$ cat src/dsv_pkg.sv
// Types, codes and the step program of the DSA sign and verify sequencer.
// Used by the top level; depends on nothing.
package dsv_pkg;

	localparam int PC_W = 5;

	typedef enum logic [2:0] {
		OP_QUO,
		OP_REM,
		OP_MUL,
		OP_ADD,
		OP_POW,
		OP_INV,
		OP_DONE
	} op_t;

	typedef enum logic [3:0] {
		SRC_R0, SRC_R1, SRC_R2, SRC_R3, SRC_R4, SRC_R5, SRC_R6, SRC_R7,
		SRC_P, SRC_Q, SRC_PM1, SRC_SEED, SRC_KEY, SRC_HASH, SRC_NONCE, SRC_NONE
	} src_t;

	typedef enum logic {
		MOD_P,
		MOD_Q
	} mod_sel_t;

	typedef enum logic [2:0] {
		OUT_NONE,
		OUT_R,
		OUT_S,
		OUT_W,
		OUT_U1,
		OUT_U2,
		OUT_V
	} out_sel_t;

	typedef enum logic [1:0] {
		REG_PRIME,
		REG_ORDER,
		REG_SEED,
		REG_KEY
	} reg_idx_t;

	typedef struct packed {
		op_t      op;
		src_t     a;
		src_t     b;
		mod_sel_t m;
		src_t     dst;
		out_sel_t o;
	} step_t;

	typedef enum logic [3:0] {
		ST_IDLE,
		ST_FETCH,
		ST_OPER,
		ST_EXEC,
		ST_DIV,
		ST_MUL,
		ST_POW_CHK,
		ST_POW_MUL,
		ST_POW_SQS,
		ST_POW_SQ,
		ST_INV_CHK,
		ST_INV_DIV,
		ST_INV_MUL,
		ST_WB,
		ST_ERR,
		ST_DONE
	} state_t;

	function automatic step_t prog_step(input logic [PC_W-1:0] pc);
		step_t s;
		case (pc)
			5'd0:  s = '{OP_QUO, SRC_PM1,   SRC_Q,     MOD_Q, SRC_R0, OUT_NONE};
			5'd1:  s = '{OP_REM, SRC_SEED,  SRC_P,     MOD_P, SRC_R1, OUT_NONE};
			5'd2:  s = '{OP_POW, SRC_R1,    SRC_R0,    MOD_P, SRC_R0, OUT_NONE};
			5'd3:  s = '{OP_POW, SRC_R0,    SRC_NONCE, MOD_P, SRC_R1, OUT_NONE};
			5'd4:  s = '{OP_REM, SRC_R1,    SRC_Q,     MOD_Q, SRC_R1, OUT_R};
			5'd5:  s = '{OP_REM, SRC_NONCE, SRC_Q,     MOD_Q, SRC_R2, OUT_NONE};
			5'd6:  s = '{OP_INV, SRC_R2,    SRC_NONE,  MOD_Q, SRC_R2, OUT_NONE};
			5'd7:  s = '{OP_REM, SRC_HASH,  SRC_Q,     MOD_Q, SRC_R3, OUT_NONE};
			5'd8:  s = '{OP_REM, SRC_KEY,   SRC_Q,     MOD_Q, SRC_R4, OUT_NONE};
			5'd9:  s = '{OP_MUL, SRC_R4,    SRC_R1,    MOD_Q, SRC_R4, OUT_NONE};
			5'd10: s = '{OP_ADD, SRC_R3,    SRC_R4,    MOD_Q, SRC_R4, OUT_NONE};
			5'd11: s = '{OP_MUL, SRC_R2,    SRC_R4,    MOD_Q, SRC_R2, OUT_S};
			5'd12: s = '{OP_INV, SRC_R2,    SRC_NONE,  MOD_Q, SRC_R4, OUT_W};
			5'd13: s = '{OP_MUL, SRC_R3,    SRC_R4,    MOD_Q, SRC_R3, OUT_U1};
			5'd14: s = '{OP_MUL, SRC_R1,    SRC_R4,    MOD_Q, SRC_R5, OUT_U2};
			5'd15: s = '{OP_POW, SRC_R0,    SRC_KEY,   MOD_P, SRC_R6, OUT_NONE};
			5'd16: s = '{OP_POW, SRC_R0,    SRC_R3,    MOD_P, SRC_R7, OUT_NONE};
			5'd17: s = '{OP_POW, SRC_R6,    SRC_R5,    MOD_P, SRC_R6, OUT_NONE};
			5'd18: s = '{OP_MUL, SRC_R7,    SRC_R6,    MOD_P, SRC_R7, OUT_NONE};
			5'd19: s = '{OP_REM, SRC_R7,    SRC_Q,     MOD_Q, SRC_R7, OUT_V};
			default: s = '{OP_DONE, SRC_NONE, SRC_NONE, MOD_P, SRC_R0, OUT_NONE};
		endcase
		return s;
	endfunction

endpackage

$ cat src/dsv_ram.sv
// Generic RAM: one write port, two read ports with registered read data.
// Depends on nothing.
module dsv_ram #(
	parameter int WIDTH = 32,
	parameter int DEPTH = 8
) (
	input  logic                     clk,
	input  logic                     we,
	input  logic [$clog2(DEPTH)-1:0] waddr,
	input  logic [WIDTH-1:0]         wdata,
	input  logic [$clog2(DEPTH)-1:0] raddr_a,
	output logic [WIDTH-1:0]         rdata_a,
	input  logic [$clog2(DEPTH)-1:0] raddr_b,
	output logic [WIDTH-1:0]         rdata_b
);
	logic [WIDTH-1:0] mem_q [DEPTH];

	always_ff @(posedge clk) begin
		if (we) begin
			mem_q[waddr] <= wdata;
		end
		rdata_a <= mem_q[raddr_a];
		rdata_b <= mem_q[raddr_b];
	end
endmodule

$ cat src/dsv_div.sv
// Restoring divider, one quotient bit per cycle: quotient and remainder.
// Depends on nothing.
module dsv_div #(
	parameter int W = 32
) (
	input  logic         clk,
	input  logic         arst_n,
	input  logic         start,
	input  logic [W-1:0] num,
	input  logic [W-1:0] den,
	output logic         done,
	output logic [W-1:0] quo,
	output logic [W-1:0] rem
);
	localparam int CNT_W = $clog2(W + 1);

	logic             busy_q;
	logic [CNT_W-1:0] cnt_q;
	logic [W:0]       rem_q;
	logic [W-1:0]     quo_q;
	logic [W-1:0]     den_q;
	logic [W:0]       shifted;
	logic             ge;

	assign done    = busy_q && (cnt_q == CNT_W'(W));
	assign shifted = {rem_q[W-1:0], quo_q[W-1]};
	assign ge      = shifted >= {1'b0, den_q};
	assign quo     = quo_q;
	assign rem     = rem_q[W-1:0];

	always_ff @(posedge clk or negedge arst_n) begin
		if (!arst_n) begin
			busy_q <= 1'b0;
			cnt_q  <= '0;
		end else if (start) begin
			busy_q <= 1'b1;
			cnt_q  <= '0;
		end else if (done) begin
			busy_q <= 1'b0;
		end else if (busy_q) begin
			cnt_q <= cnt_q + 1'b1;
		end
	end

	always_ff @(posedge clk) begin
		if (start) begin
			rem_q <= '0;
			quo_q <= num;
			den_q <= den;
		end else if (busy_q && !done) begin
			rem_q <= ge ? (shifted - {1'b0, den_q}) : shifted;
			quo_q <= {quo_q[W-2:0], ge};
		end
	end
endmodule

$ cat src/dsv_mulmod.sv
// Bit-serial modular multiplier by add and double; operands below the modulus.
// Depends on nothing.
module dsv_mulmod #(
	parameter int W = 32
) (
	input  logic         clk,
	input  logic         arst_n,
	input  logic         start,
	input  logic [W-1:0] a,
	input  logic [W-1:0] b,
	input  logic [W-1:0] m,
	output logic         done,
	output logic [W-1:0] prod
);
	logic         busy_q;
	logic [W-1:0] a_q;
	logic [W-1:0] b_q;
	logic [W-1:0] m_q;
	logic [W-1:0] acc_q;

	function automatic logic [W-1:0] add_mod(input logic [W-1:0] x, input logic [W-1:0] y,
			input logic [W-1:0] md);
		logic [W-1:0] gap;
		gap = md - y;
		return (x >= gap) ? (x - gap) : (x + y);
	endfunction

	assign done = busy_q && (b_q == '0);
	assign prod = acc_q;

	always_ff @(posedge clk or negedge arst_n) begin
		if (!arst_n) begin
			busy_q <= 1'b0;
		end else if (start) begin
			busy_q <= 1'b1;
		end else if (done) begin
			busy_q <= 1'b0;
		end
	end

	always_ff @(posedge clk) begin
		if (start) begin
			a_q   <= a;
			b_q   <= b;
			m_q   <= m;
			acc_q <= '0;
		end else if (busy_q && !done) begin
			if (b_q[0]) begin
				acc_q <= add_mod(acc_q, a_q, m_q);
			end
			a_q <= add_mod(a_q, a_q, m_q);
			b_q <= b_q >> 1;
		end
	end
endmodule

$ cat src/dsa_sign_and_verify_top.sv
// DSA sign and verify: one transaction of hash and nonce gives r, s, w, u1, u2, v
// and status. The bit-serial modular multiplier sets the run time: it works through one bit
// of its second operand per step, and is used once per exponent bit for the square and
// once more for each set bit across five modular exponentiations. Two inversions add
// Euclid steps that each take a division and one product. in_ready is high only
// between items; a finished result waits in the output register while the next item is
// taken. Status 1 with all other fields zero flags a zero modulus or a nonce or s with
// no inverse modulo q.
// Depends on dsv_pkg, dsv_ram, dsv_div and dsv_mulmod.
module dsa_sign_and_verify_top import dsv_pkg::*; #(
	parameter int MOD_BITS = 32
) (
	input  logic        clk,
	input  logic        arst_n,
	input  logic        psel,
	input  logic        penable,
	input  logic        pwrite,
	input  logic [3:0]  paddr,
	input  logic [31:0] pwdata,
	output logic [31:0] prdata,
	output logic        pready,
	input  logic        in_valid,
	output logic        in_ready,
	input  logic [31:0] message_hash,
	input  logic [31:0] nonce,
	output logic        out_valid,
	input  logic        out_ready,
	output logic [31:0] sig_r,
	output logic [31:0] sig_s,
	output logic [31:0] inv_s,
	output logic [31:0] u_one,
	output logic [31:0] u_two,
	output logic [31:0] check_v,
	output logic        status
);
	localparam int W = MOD_BITS;

	state_t         state_q, state_d;
	logic [PC_W-1:0] pc_q;
	step_t          step;

	logic [W-1:0] prime_q, order_q, seed_q, key_q;
	logic [W-1:0] hash_q, nonce_q;
	logic [W-1:0] opa_q, opb_q, mod_q;
	logic [W-1:0] w0_q, w1_q, w2_q, w3_q;
	logic [W-1:0] res_q;
	logic [W-1:0] r_q, s_q, w_q, u1_q, u2_q, v_q;
	logic         err_q;
	logic         out_valid_q;
	logic         out_load;

	logic [W-1:0] ram_rd_a, ram_rd_b;
	logic         ram_we;

	logic         div_start, div_done;
	logic [W-1:0] div_n, div_d, div_quo, div_rem;
	logic         mul_start, mul_done;
	logic [W-1:0] mul_a, mul_b, mul_prod;
	logic [W-1:0] qred, neg;
	logic         cfg_wr;
	logic         mod_one;

	function automatic logic [W-1:0] from32(input logic [31:0] v);
		logic [W+31:0] t;
		t = {{W{1'b0}}, v};
		return t[W-1:0];
	endfunction

	function automatic logic [31:0] to32(input logic [W-1:0] v);
		logic [W+31:0] t;
		t = {32'b0, v};
		return t[31:0];
	endfunction

	function automatic logic [W-1:0] add_mod(input logic [W-1:0] x, input logic [W-1:0] y,
			input logic [W-1:0] md);
		logic [W-1:0] gap;
		gap = md - y;
		return (x >= gap) ? (x - gap) : (x + y);
	endfunction

	function automatic logic [W-1:0] src_val(input src_t s, input logic [W-1:0] ram_v,
			input logic [W-1:0] p, input logic [W-1:0] q, input logic [W-1:0] h,
			input logic [W-1:0] x, input logic [W-1:0] hm, input logic [W-1:0] k);
		logic [W-1:0] v;
		case (s)
			SRC_P:     v = p;
			SRC_Q:     v = q;
			SRC_PM1:   v = p - 1'b1;
			SRC_SEED:  v = h;
			SRC_KEY:   v = x;
			SRC_HASH:  v = hm;
			SRC_NONCE: v = k;
			SRC_NONE:  v = '0;
			default:   v = ram_v;
		endcase
		return v;
	endfunction

	assign step     = prog_step(pc_q);
	assign pready   = 1'b1;
	assign in_ready = (state_q == ST_IDLE);
	assign out_valid = out_valid_q;
	assign cfg_wr   = psel && penable && pwrite && pready;
	assign mod_one  = (mod_q == W'(1));
	assign qred     = (div_quo == mod_q) ? '0 : div_quo;
	assign neg      = (mul_prod == '0) ? '0 : (mod_q - mul_prod);

	always_comb begin
		case (reg_idx_t'(paddr[3:2]))
			REG_PRIME: prdata = to32(prime_q);
			REG_ORDER: prdata = to32(order_q);
			REG_SEED:  prdata = to32(seed_q);
			REG_KEY:   prdata = to32(key_q);
			default:   prdata = '0;
		endcase
	end

	dsv_ram #(.WIDTH(W), .DEPTH(8)) u_ram (
		.clk     (clk),
		.we      (ram_we),
		.waddr   (step.dst[2:0]),
		.wdata   (res_q),
		.raddr_a (step.a[2:0]),
		.rdata_a (ram_rd_a),
		.raddr_b (step.b[2:0]),
		.rdata_b (ram_rd_b)
	);

	dsv_div #(.W(W)) u_div (
		.clk    (clk),
		.arst_n (arst_n),
		.start  (div_start),
		.num    (div_n),
		.den    (div_d),
		.done   (div_done),
		.quo    (div_quo),
		.rem    (div_rem)
	);

	dsv_mulmod #(.W(W)) u_mul (
		.clk    (clk),
		.arst_n (arst_n),
		.start  (mul_start),
		.a      (mul_a),
		.b      (mul_b),
		.m      (mod_q),
		.done   (mul_done),
		.prod   (mul_prod)
	);

	always_comb begin
		state_d   = state_q;
		div_start = 1'b0;
		div_n     = opa_q;
		div_d     = opb_q;
		mul_start = 1'b0;
		mul_a     = opa_q;
		mul_b     = opb_q;
		ram_we    = 1'b0;
		out_load  = 1'b0;
		case (state_q)
			ST_IDLE: begin
				if (in_valid) begin
					state_d = (prime_q == '0 || order_q == '0) ? ST_ERR : ST_FETCH;
				end
			end
			ST_FETCH: state_d = ST_OPER;
			ST_OPER:  state_d = ST_EXEC;
			ST_EXEC: begin
				case (step.op)
					OP_QUO, OP_REM: begin
						div_start = 1'b1;
						state_d   = ST_DIV;
					end
					OP_MUL: begin
						mul_start = 1'b1;
						state_d   = ST_MUL;
					end
					OP_ADD:  state_d = ST_WB;
					OP_POW:  state_d = ST_POW_CHK;
					OP_INV:  state_d = ST_INV_CHK;
					default: state_d = ST_DONE;
				endcase
			end
			ST_DIV: if (div_done) state_d = ST_WB;
			ST_MUL: if (mul_done) state_d = ST_WB;
			ST_POW_CHK: begin
				if (w2_q == '0) begin
					state_d = ST_WB;
				end else if (w2_q[0]) begin
					mul_start = 1'b1;
					mul_a     = w0_q;
					mul_b     = w1_q;
					state_d   = ST_POW_MUL;
				end else begin
					state_d = ST_POW_SQS;
				end
			end
			ST_POW_MUL: if (mul_done) state_d = ST_POW_SQS;
			ST_POW_SQS: begin
				mul_start = 1'b1;
				mul_a     = w1_q;
				mul_b     = w1_q;
				state_d   = ST_POW_SQ;
			end
			ST_POW_SQ: if (mul_done) state_d = ST_POW_CHK;
			ST_INV_CHK: begin
				if (w1_q == '0) begin
					state_d = (w0_q != W'(1)) ? ST_ERR : ST_WB;
				end else begin
					div_start = 1'b1;
					div_n     = w0_q;
					div_d     = w1_q;
					state_d   = ST_INV_DIV;
				end
			end
			ST_INV_DIV: begin
				if (div_done) begin
					mul_start = 1'b1;
					mul_a     = qred;
					mul_b     = w3_q;
					state_d   = ST_INV_MUL;
				end
			end
			ST_INV_MUL: if (mul_done) state_d = ST_INV_CHK;
			ST_WB: begin
				ram_we  = 1'b1;
				state_d = ST_FETCH;
			end
			ST_ERR: state_d = ST_DONE;
			ST_DONE: begin
				if (!out_valid_q || out_ready) begin
					out_load = 1'b1;
					state_d  = ST_IDLE;
				end
			end
			default: state_d = ST_IDLE;
		endcase
	end

	always_ff @(posedge clk or negedge arst_n) begin
		if (!arst_n) begin
			state_q     <= ST_IDLE;
			pc_q        <= '0;
			out_valid_q <= 1'b0;
			prime_q     <= W'(23);
			order_q     <= W'(11);
			seed_q      <= W'(2);
			key_q       <= W'(1);
		end else begin
			state_q <= state_d;
			if (state_q == ST_IDLE) begin
				pc_q <= '0;
			end else if (state_q == ST_WB) begin
				pc_q <= pc_q + 1'b1;
			end
			if (out_load) begin
				out_valid_q <= 1'b1;
			end else if (out_ready) begin
				out_valid_q <= 1'b0;
			end
			if (cfg_wr) begin
				case (reg_idx_t'(paddr[3:2]))
					REG_PRIME: prime_q <= from32(pwdata);
					REG_ORDER: order_q <= from32(pwdata);
					REG_SEED:  seed_q  <= from32(pwdata);
					REG_KEY:   key_q   <= from32(pwdata);
					default: ;
				endcase
			end
		end
	end

	always_ff @(posedge clk) begin
		case (state_q)
			ST_IDLE: begin
				hash_q  <= from32(message_hash);
				nonce_q <= from32(nonce);
				err_q   <= 1'b0;
			end
			ST_OPER: begin
				opa_q <= src_val(step.a, ram_rd_a, prime_q, order_q, seed_q, key_q,
					hash_q, nonce_q);
				opb_q <= src_val(step.b, ram_rd_b, prime_q, order_q, seed_q, key_q,
					hash_q, nonce_q);
				mod_q <= (step.m == MOD_Q) ? order_q : prime_q;
			end
			ST_EXEC: begin
				case (step.op)
					OP_POW: begin
						w0_q <= mod_one ? '0 : W'(1);
						w1_q <= opa_q;
						w2_q <= opb_q;
					end
					OP_INV: begin
						w0_q <= mod_q;
						w1_q <= opa_q;
						w2_q <= '0;
						w3_q <= mod_one ? '0 : W'(1);
					end
					OP_ADD: res_q <= add_mod(opa_q, opb_q, mod_q);
					default: ;
				endcase
			end
			ST_DIV: if (div_done) res_q <= (step.op == OP_QUO) ? div_quo : div_rem;
			ST_MUL: if (mul_done) res_q <= mul_prod;
			ST_POW_CHK: if (w2_q == '0) res_q <= w0_q;
			ST_POW_MUL: if (mul_done) w0_q <= mul_prod;
			ST_POW_SQ: begin
				if (mul_done) begin
					w1_q <= mul_prod;
					w2_q <= w2_q >> 1;
				end
			end
			ST_INV_CHK: if (w1_q == '0) res_q <= w2_q;
			ST_INV_DIV: begin
				if (div_done) begin
					w0_q <= w1_q;
					w1_q <= div_rem;
				end
			end
			ST_INV_MUL: begin
				if (mul_done) begin
					w2_q <= w3_q;
					w3_q <= add_mod(w2_q, neg, mod_q);
				end
			end
			ST_WB: begin
				case (step.o)
					OUT_R:   r_q  <= res_q;
					OUT_S:   s_q  <= res_q;
					OUT_W:   w_q  <= res_q;
					OUT_U1:  u1_q <= res_q;
					OUT_U2:  u2_q <= res_q;
					OUT_V:   v_q  <= res_q;
					default: ;
				endcase
			end
			ST_ERR: begin
				err_q <= 1'b1;
				r_q   <= '0;
				s_q   <= '0;
				w_q   <= '0;
				u1_q  <= '0;
				u2_q  <= '0;
				v_q   <= '0;
			end
			default: ;
		endcase
		if (out_load) begin
			sig_r   <= to32(r_q);
			sig_s   <= to32(s_q);
			inv_s   <= to32(w_q);
			u_one   <= to32(u1_q);
			u_two   <= to32(u2_q);
			check_v <= to32(v_q);
			status  <= err_q;
		end
	end
endmodule

$ cat config.mk
export PLATFORM = sky130hd
export DESIGN_NAME = dsa_sign_and_verify_top
export DESIGN_NICKNAME = d
export VERILOG_FILES = /design/src/dsv_pkg.sv /design/src/dsv_ram.sv /design/src/dsv_div.sv /design/src/dsv_mulmod.sv /design/src/dsa_sign_and_verify_top.sv
export SDC_FILE = /design/constraint.sdc
export NUM_CORES = 2
export LEC_CHECK = 0
export BUFFER_PORTS_ARGS = -buffer_cell sky130_fd_sc_hd__buf_2
export CAP_MARGIN = 30
export CORE_MARGIN = 4
export CORE_UTILIZATION = 28
export DETAILED_ROUTE_END_ITERATION = 12
export GPL_ROUTABILITY_DRIVEN = 0
export PLACE_DENSITY = 0.51
export SLEW_MARGIN = 20
export SYNTH_ARGS = -nofsm -noshare
export SYNTH_HDL_FRONTEND = slang
export SYNTH_SLANG_ARGS = --single-unit
$ cat constraint.sdc
create_clock -name clk -period 26.7 [get_ports clk]
set_clock_uncertainty 0.05 [all_clocks]
set_input_delay 1.335 -clock clk [delete_from_list [all_inputs] [get_ports clk]]
set_output_delay 1.335 -clock clk [all_outputs]
set_load 0.01 [all_outputs]
Word-level counts from Yosys, hierarchy flattened
Memories as Yosys holds them, arrays and structs flattened. A register that Yosys moved wholly into a read port is not among the register bits.
Index checks and enable logic that the tools add are counted.
Operators by class
  add/subtract/negate cells: 16
  $mul: 0
  div/mod/pow operators: 0
  $lt $le $gt $ge: 5
  equal/unequal tests: 70
  shift-type cells: 0
  muxes and demuxes: 102
  bitwise logic cells: 0
  reductions and logical operators: 54
Operators by type and width (number)
  $mux 32: 43
  $pmux 32 s2: 9
  $pmux 32 s8: 2
  $pmux 32 s3: 5
  $sub 32x32->32: 9
  $logic_not 32->1: 6
  $pmux 32 s5: 1
  $add 32x32->32: 4
  $ge 32x32->1: 4
  $pmux 32 s4: 1
  $eq 4x4->1 const B: 24
  $pmux 4 s16: 1
  $mux 4: 11
  $ge 33x32->1: 1
  $eq 32x1->1 const B: 1
  $eq 32x32->1: 1
  $ne 32x1->1 const B: 1
  $sub 32x1->32 const B: 1
  $ne 2x1->1 const B: 13
  $reduce_and 2->1: 12
  $pmux 4 s5: 1
  $reduce_bool 2->1: 10
  $mux 1: 18
  $mux 6: 3
  31 further kinds: 65
Storage, ports and cells
  register bits: 1076
  bits in latches: 0
  RAM bits: 256
  ROM bits: 576
  input port bits: 107
  output and inout bits: 228
  word-level logic and storage cells: 290
  memories: 2
Memory list
  (name not given): words 32, bits a word 18, read ports 1, clocked after memory_dff 0, write ports 0, RTL line dsv_pkg.sv:74  | case (pc)
  u_ram.mem_q: words 8, bits a word 32, read ports 2, clocked after memory_dff 2, write ports 1, RTL line dsv_ram.sv:16  | logic [WIDTH-1:0] mem_q [DEPTH];

Depth between registers and ports, before layout
  depth in word-level cells: 7
  gate-level depth with buffers: 38
  depth with buffers taken out: 36

Hierarchy
A second synthesis with hierarchy kept.
Unflattened totals
  cells, all modules: 6985
  area total of the unflattened synthesis: 80816.3 sq um
Modules (own cells, without submodules)
  dsa_sign_and_verify_top: times used 1, cells each 4449, area an instance 49656.4 sq um, seq. area each 24664.9 sq um
  dsv_ram: times used 1, cells each 561, area an instance 13180.1 sq um, seq. area each 8968.6 sq um
  dsv_mulmod: times used 1, cells each 1384, area an instance 11976.5 sq um, seq. area each 3548.4 sq um
  dsv_div: times used 1, cells each 591, area an instance 6003.3 sq um, seq. area each 2737.6 sq um

Worst setup path before layout
OpenSTA, ideal clock, no wires.
  path type: input-to-reg
  start: in out_ready
  end: reg check_v[0], enable pin
  library setup time: 1.022 ns
  arrival time: 15.266 ns
  required time: 25.628 ns
  slack: 10.362 ns
  cell stages on the path: 2
  buffers on the path: 0
  path through: nand2b_1 nor3b_1
On the way
  cells in the longest elaborated chain, start to end: 3
RTL lines
  start, declared: RTL line dsa_sign_and_verify_top.sv:27  | input logic out_ready,
  $logic_or 1x1->1: RTL line dsa_sign_and_verify_top.sv:233  | if (!out_valid_q || out_ready) begin
  $mux 1: RTL line dsa_sign_and_verify_top.sv:233
  $mux 1: RTL line dsa_sign_and_verify_top.sv:162  | case (state_q)
  via out_load: RTL line dsa_sign_and_verify_top.sv:50  | logic out_load;
  end signal, assigned: RTL line dsa_sign_and_verify_top.sv:357  | check_v <= to32(v_q);
  end, declared: RTL line dsa_sign_and_verify_top.sv:33  | output logic [31:0] check_v,
The timed path passes the listed nets, and every way through them passes these cells.
A chain may end at the register's enable or synchronous reset.

Worst setup path in the final report
  start: reg mod_q[0]
  end: reg w3_q[24] (data pin)
On the way
  cells in the longest elaborated chain, start to end: 7
  elaborated cells between the ends (all ways): 9
  those cells by class: 4 x add/sub; 1 x order compare; 4 x mux
RTL lines
  start, declared: RTL line dsa_sign_and_verify_top.sv:44  | logic [W-1:0] opa_q, opb_q, mod_q;
  start signal, assigned: RTL line dsa_sign_and_verify_top.sv:287  | mod_q <= (step.m == MOD_Q) ? order_q : prime_q;
  $sub 32x32->32: RTL line dsa_sign_and_verify_top.sv:107  | assign neg = (mul_prod == '0) ? '0 : (mod_q - mul_prod);
  $mux 32: RTL line dsa_sign_and_verify_top.sv:107
  $sub 32x32->32: RTL line dsa_sign_and_verify_top.sv:78  | gap = md - y;
  $sub 32x32->32 or $ge 32x32->1 (tied branches): RTL line dsa_sign_and_verify_top.sv:79  | return (x >= gap) ? (x - gap) : (x + y);
  $mux 32 *: RTL line dsa_sign_and_verify_top.sv:79
  $mux 32 *: RTL line dsa_sign_and_verify_top.sv:324  | if (mul_done) begin
  $pmux 32 s2 *: RTL line dsa_sign_and_verify_top.sv:276  | case (state_q)
  end signal, assigned: RTL line dsa_sign_and_verify_top.sv:300  | w3_q <= mod_one ? '0 : W'(1);
  end signal, assigned: RTL line dsa_sign_and_verify_top.sv:326  | w3_q <= add_mod(w2_q, neg, mod_q);
  end, declared: RTL line dsa_sign_and_verify_top.sv:45  | logic [W-1:0] w0_q, w1_q, w2_q, w3_q;
Every way passes the cells marked *; elsewhere a longest branch is shown, timed or not. The select of a mux whose other input is x is not followed.

==> run_results.csv <==
group,metric,value,unit
outcome,status,"complete, but fails checks",
critical_path,cp_slowest_cell,"edfxtp_1",
clocking,clock-root-buffer,"clkbuf_16",
clocking,numClockSinks,1396,
flow_run,maxCapViolCount,0,
place,dp_hpwl,237000,microns
synth,synth.area.top_cells,"edfxtp_1 42%, ha_1 6.2%, nand2_1 5.2%",
synth,ys_ff_latch,1396,
synth,synth_area,0.0794,sq mm
clocking,cts-hold-fix-buffers,0,
drt,wire_per_inst,28.3,microns
clocking,cts_resized,0,
critical_path,cpPeakStageDelay,0.91,ns
critical_path,path_class,"flip-flop to flip-flop",
finish,drive_gt1_share,13.8,%
critical_path,cp_top_family,"compound AO/OA/AOI/OAI gates",
timing,finalHoldWorstSlack,0.354,ns
timing,slew_viol_final,0,
timing,grt_setup_unrepaired,"no",
synth,yosysMostFrequentCell,"edfxtp_1",
critical_path,cp_data_required_time,27.22,ns
timing,fmax,0.108,GHz
synth,synth_edf_count,1122,
floorplan,initial_utilization,28.1,%
global_route,grt_overflow,0,
clocking,numCtsBuffers,166,
global_route,grt_max_degree,193,
timing,finalCriticalPeriod,9.22,ns
drt,wl,336000,microns
timing,tns,0,ns
timing,final_hold_viol_count,0,
floorplan,io_pins,335,
floorplan,dieArea,0.292,sq mm
critical_path,worst-path-buf-inv,3,
clocking,cts_setup_buffers,0,
synth,ys_seq_area_share,50.3,%
timing,tightestPinTransition,1.35,ns
critical_path,crit_top_cell,"a21o_1",
synth,syn-num-nets,8210,
clocking,clock_latency,0.87,ns
synth,synthCells,7700,
floorplan,die_w,541,microns
synth,synth_top_area_share,42.4,%
clocking,cts_tree,"built",
global_route,grtUsageTotal,22.0,%
hold_path,holdCritPathClass,"flip-flop to flip-flop",
global_route,grt_pass1_vias,62800,
drt,num_vias,67700,
synth,synth_warnings,0,
floorplan,die_height,541,microns
synth,synth_cell_type_count,102,
finish,area_growth,15.4,%
finish,largest_reg_flops,256,
timing,relSlewSlack,10.3,%
floorplan,num_rows,195,
drt,ant_nets,0,
finish,largest-register,"u_ram.mem_q",
clocking,htreeDepth,4,
critical_path,endpoint_kind,"flip-flop",
drt,drt_iter0_drc,10600,
synth,avgSynthCellArea,10.3,sq um
global_route,grt_pass1_wl,469000,microns
synth,synth_top_area_cell,"edfxtp_1",
critical_path,startpoint_type,"flip-flop",
timing,finalSetupViolCount,0,
drt,drcViolationCount,3,
synth,synthFlopType,"edfxtp_1",
outcome,violations,"DRC",
global_route,grt_antenna_before_repair,29,
place,portBuffers,331,
clocking,clk_pin_slew,0.06,ns
clocking,cts_buffer_depth,4,
timing,finalCritPeriodShare,34.5,%
critical_path,crit_path_max_fanout,11,
floorplan,core_area,0.282,sq mm
drt,firstDrtPassIters,13,
synth,async_flop_share,10.5,%
synth,synth.top_cells.by_count,"1122 x edfxtp_1, 1108 x nand2_1, 453 x nor2_1, 431 x nand3_1, 397 x a21oi_1",
finish,final_nets,8510,
drt,via_per_inst,5.69,
critical_path,worstPathArrival,9.74,ns
[routing by layer]
metal,up-vias,track usage [%],wire length (microns)
li1,29400,-,-
met1,33100,29.0,133000
met2,4238,32.5,142000
met3,853,5.48,37300
met4,8,13.1,24000
met5,-,0.164,92
[cell families after synthesis]
group / count (synthesis) / share of synthesized area, %
multiplexers: 261 / 4.06
buffers and inverters: 740 / 3.56
AND/OR/NAND/NOR: 2575 / 14.7
AO/OA/AOI/OAI: 1920 / 16.5
XOR/XNOR: 403 / 4.44
flip-flops: 1396 / 50.3
adder cells (fa/ha/maj): 404 / 6.48
other: 1 / 0.00472
[per-stage QoR]
step | std cells | util, % | setup WS, ns | area (sq um)
2_1_floorplan | 7700 | - | 10.36 | 79400
3_3_place_gp | 11600 | 30.5 | 17.32 | 86100
3_5_place_dp | 11600 | 30.6 | 17.90 | 86300
4_1_cts | 11900 | 32.4 | 17.84 | 91500
5_1_grt | 11900 | 32.5 | 17.13 | 91600
6_report | 11900 | 32.5 | 17.48 | 91700
[path summary, 6_finish.rpt]
| kind | cells past startpoint | slack (ns) | start | endpoint |
|---|---|---|---|---|
| worst max-delay path | 34 | 17.48 | mod_q[0]$_DFFE_PP_ | w3_q[24]$_SDFFCE_PN0P_ |
| worst min-delay path | 0 | 0.35 | s_q[29]$_DFFE_PP_ | sig_s[29]$_DFFE_PP_ |
| worst max register to register | 34 | 17.48 | mod_q[0]$_DFFE_PP_ | w3_q[24]$_SDFFCE_PN0P_ |
| worst min register to register | 0 | 0.35 | s_q[29]$_DFFE_PP_ | sig_s[29]$_DFFE_PP_ |
| max in group asynchronous | 3 | 24.77 | arst_n | key_q[0]$_DFFE_PN1P_ |
| min in group asynchronous | 1 | 0.53 | arst_n | seed_q[25]$_DFFE_PN0P_ |
[layout by cell type (no fill, tap or decap), drive strengths merged, types with 24 or more instances in the layout]
cell type  netlist  final
mux4            32     32
clkinv           0     63
a221oi          78     78
mux2           166    166
nand2         1110   1110
nor2b           50     50
edfxtp        1122   1122
nor4            74     74
a21oi          398    398
a211oi          87     87
and3            30     30
o21bai          43     43
dfrtp          137    137
xnor2          251    251
diode            0     24
a22oi           96     96
nand4           59     59
nor2           455    455
a21o           172    172
a31oi          137    137
o22a            24     24
and2            58     58
xor2           152    152
dfxtp          128    128
o21a            56     56
inv            335    345
mux2i           63     63
o211ai          53     53
nand3          431    431
nor3           129    129
clkbuf         335    206
a221o           40     40
nand2b          75     75
a222oi         145    145
or3             45     45
o21ai          392    392
buf             70    531
ha             391    391
[layout make-up]
cell class	count	area [sq um]
clock inverters	92	811
inverters	335	1270
multi-input cells	5564	37200
clock buffers	200	4380
fillers	28500	191000
diodes	24	60.1
flip-flops and latches	1396	39900
well taps	3743	4680
repair buffers	537	3340
[worst reg2reg max path, delay by kind of cell (launching register included)]
family / cells / cell delay (ns)
buffers and inverters: 3 / 0.82
adders and majority gates: 4 / 1.50
xor gates and xnor gates: 2 / 0.59
and+or+nand+nor: 5 / 1.04
AOI/OAI and AO/OA: 20 / 4.06
DFF: 1 / 0.91
Power is left out: the tool's default activity adds up to more than one toggle a clock period on the data nets, which glitch-free logic cannot reach.
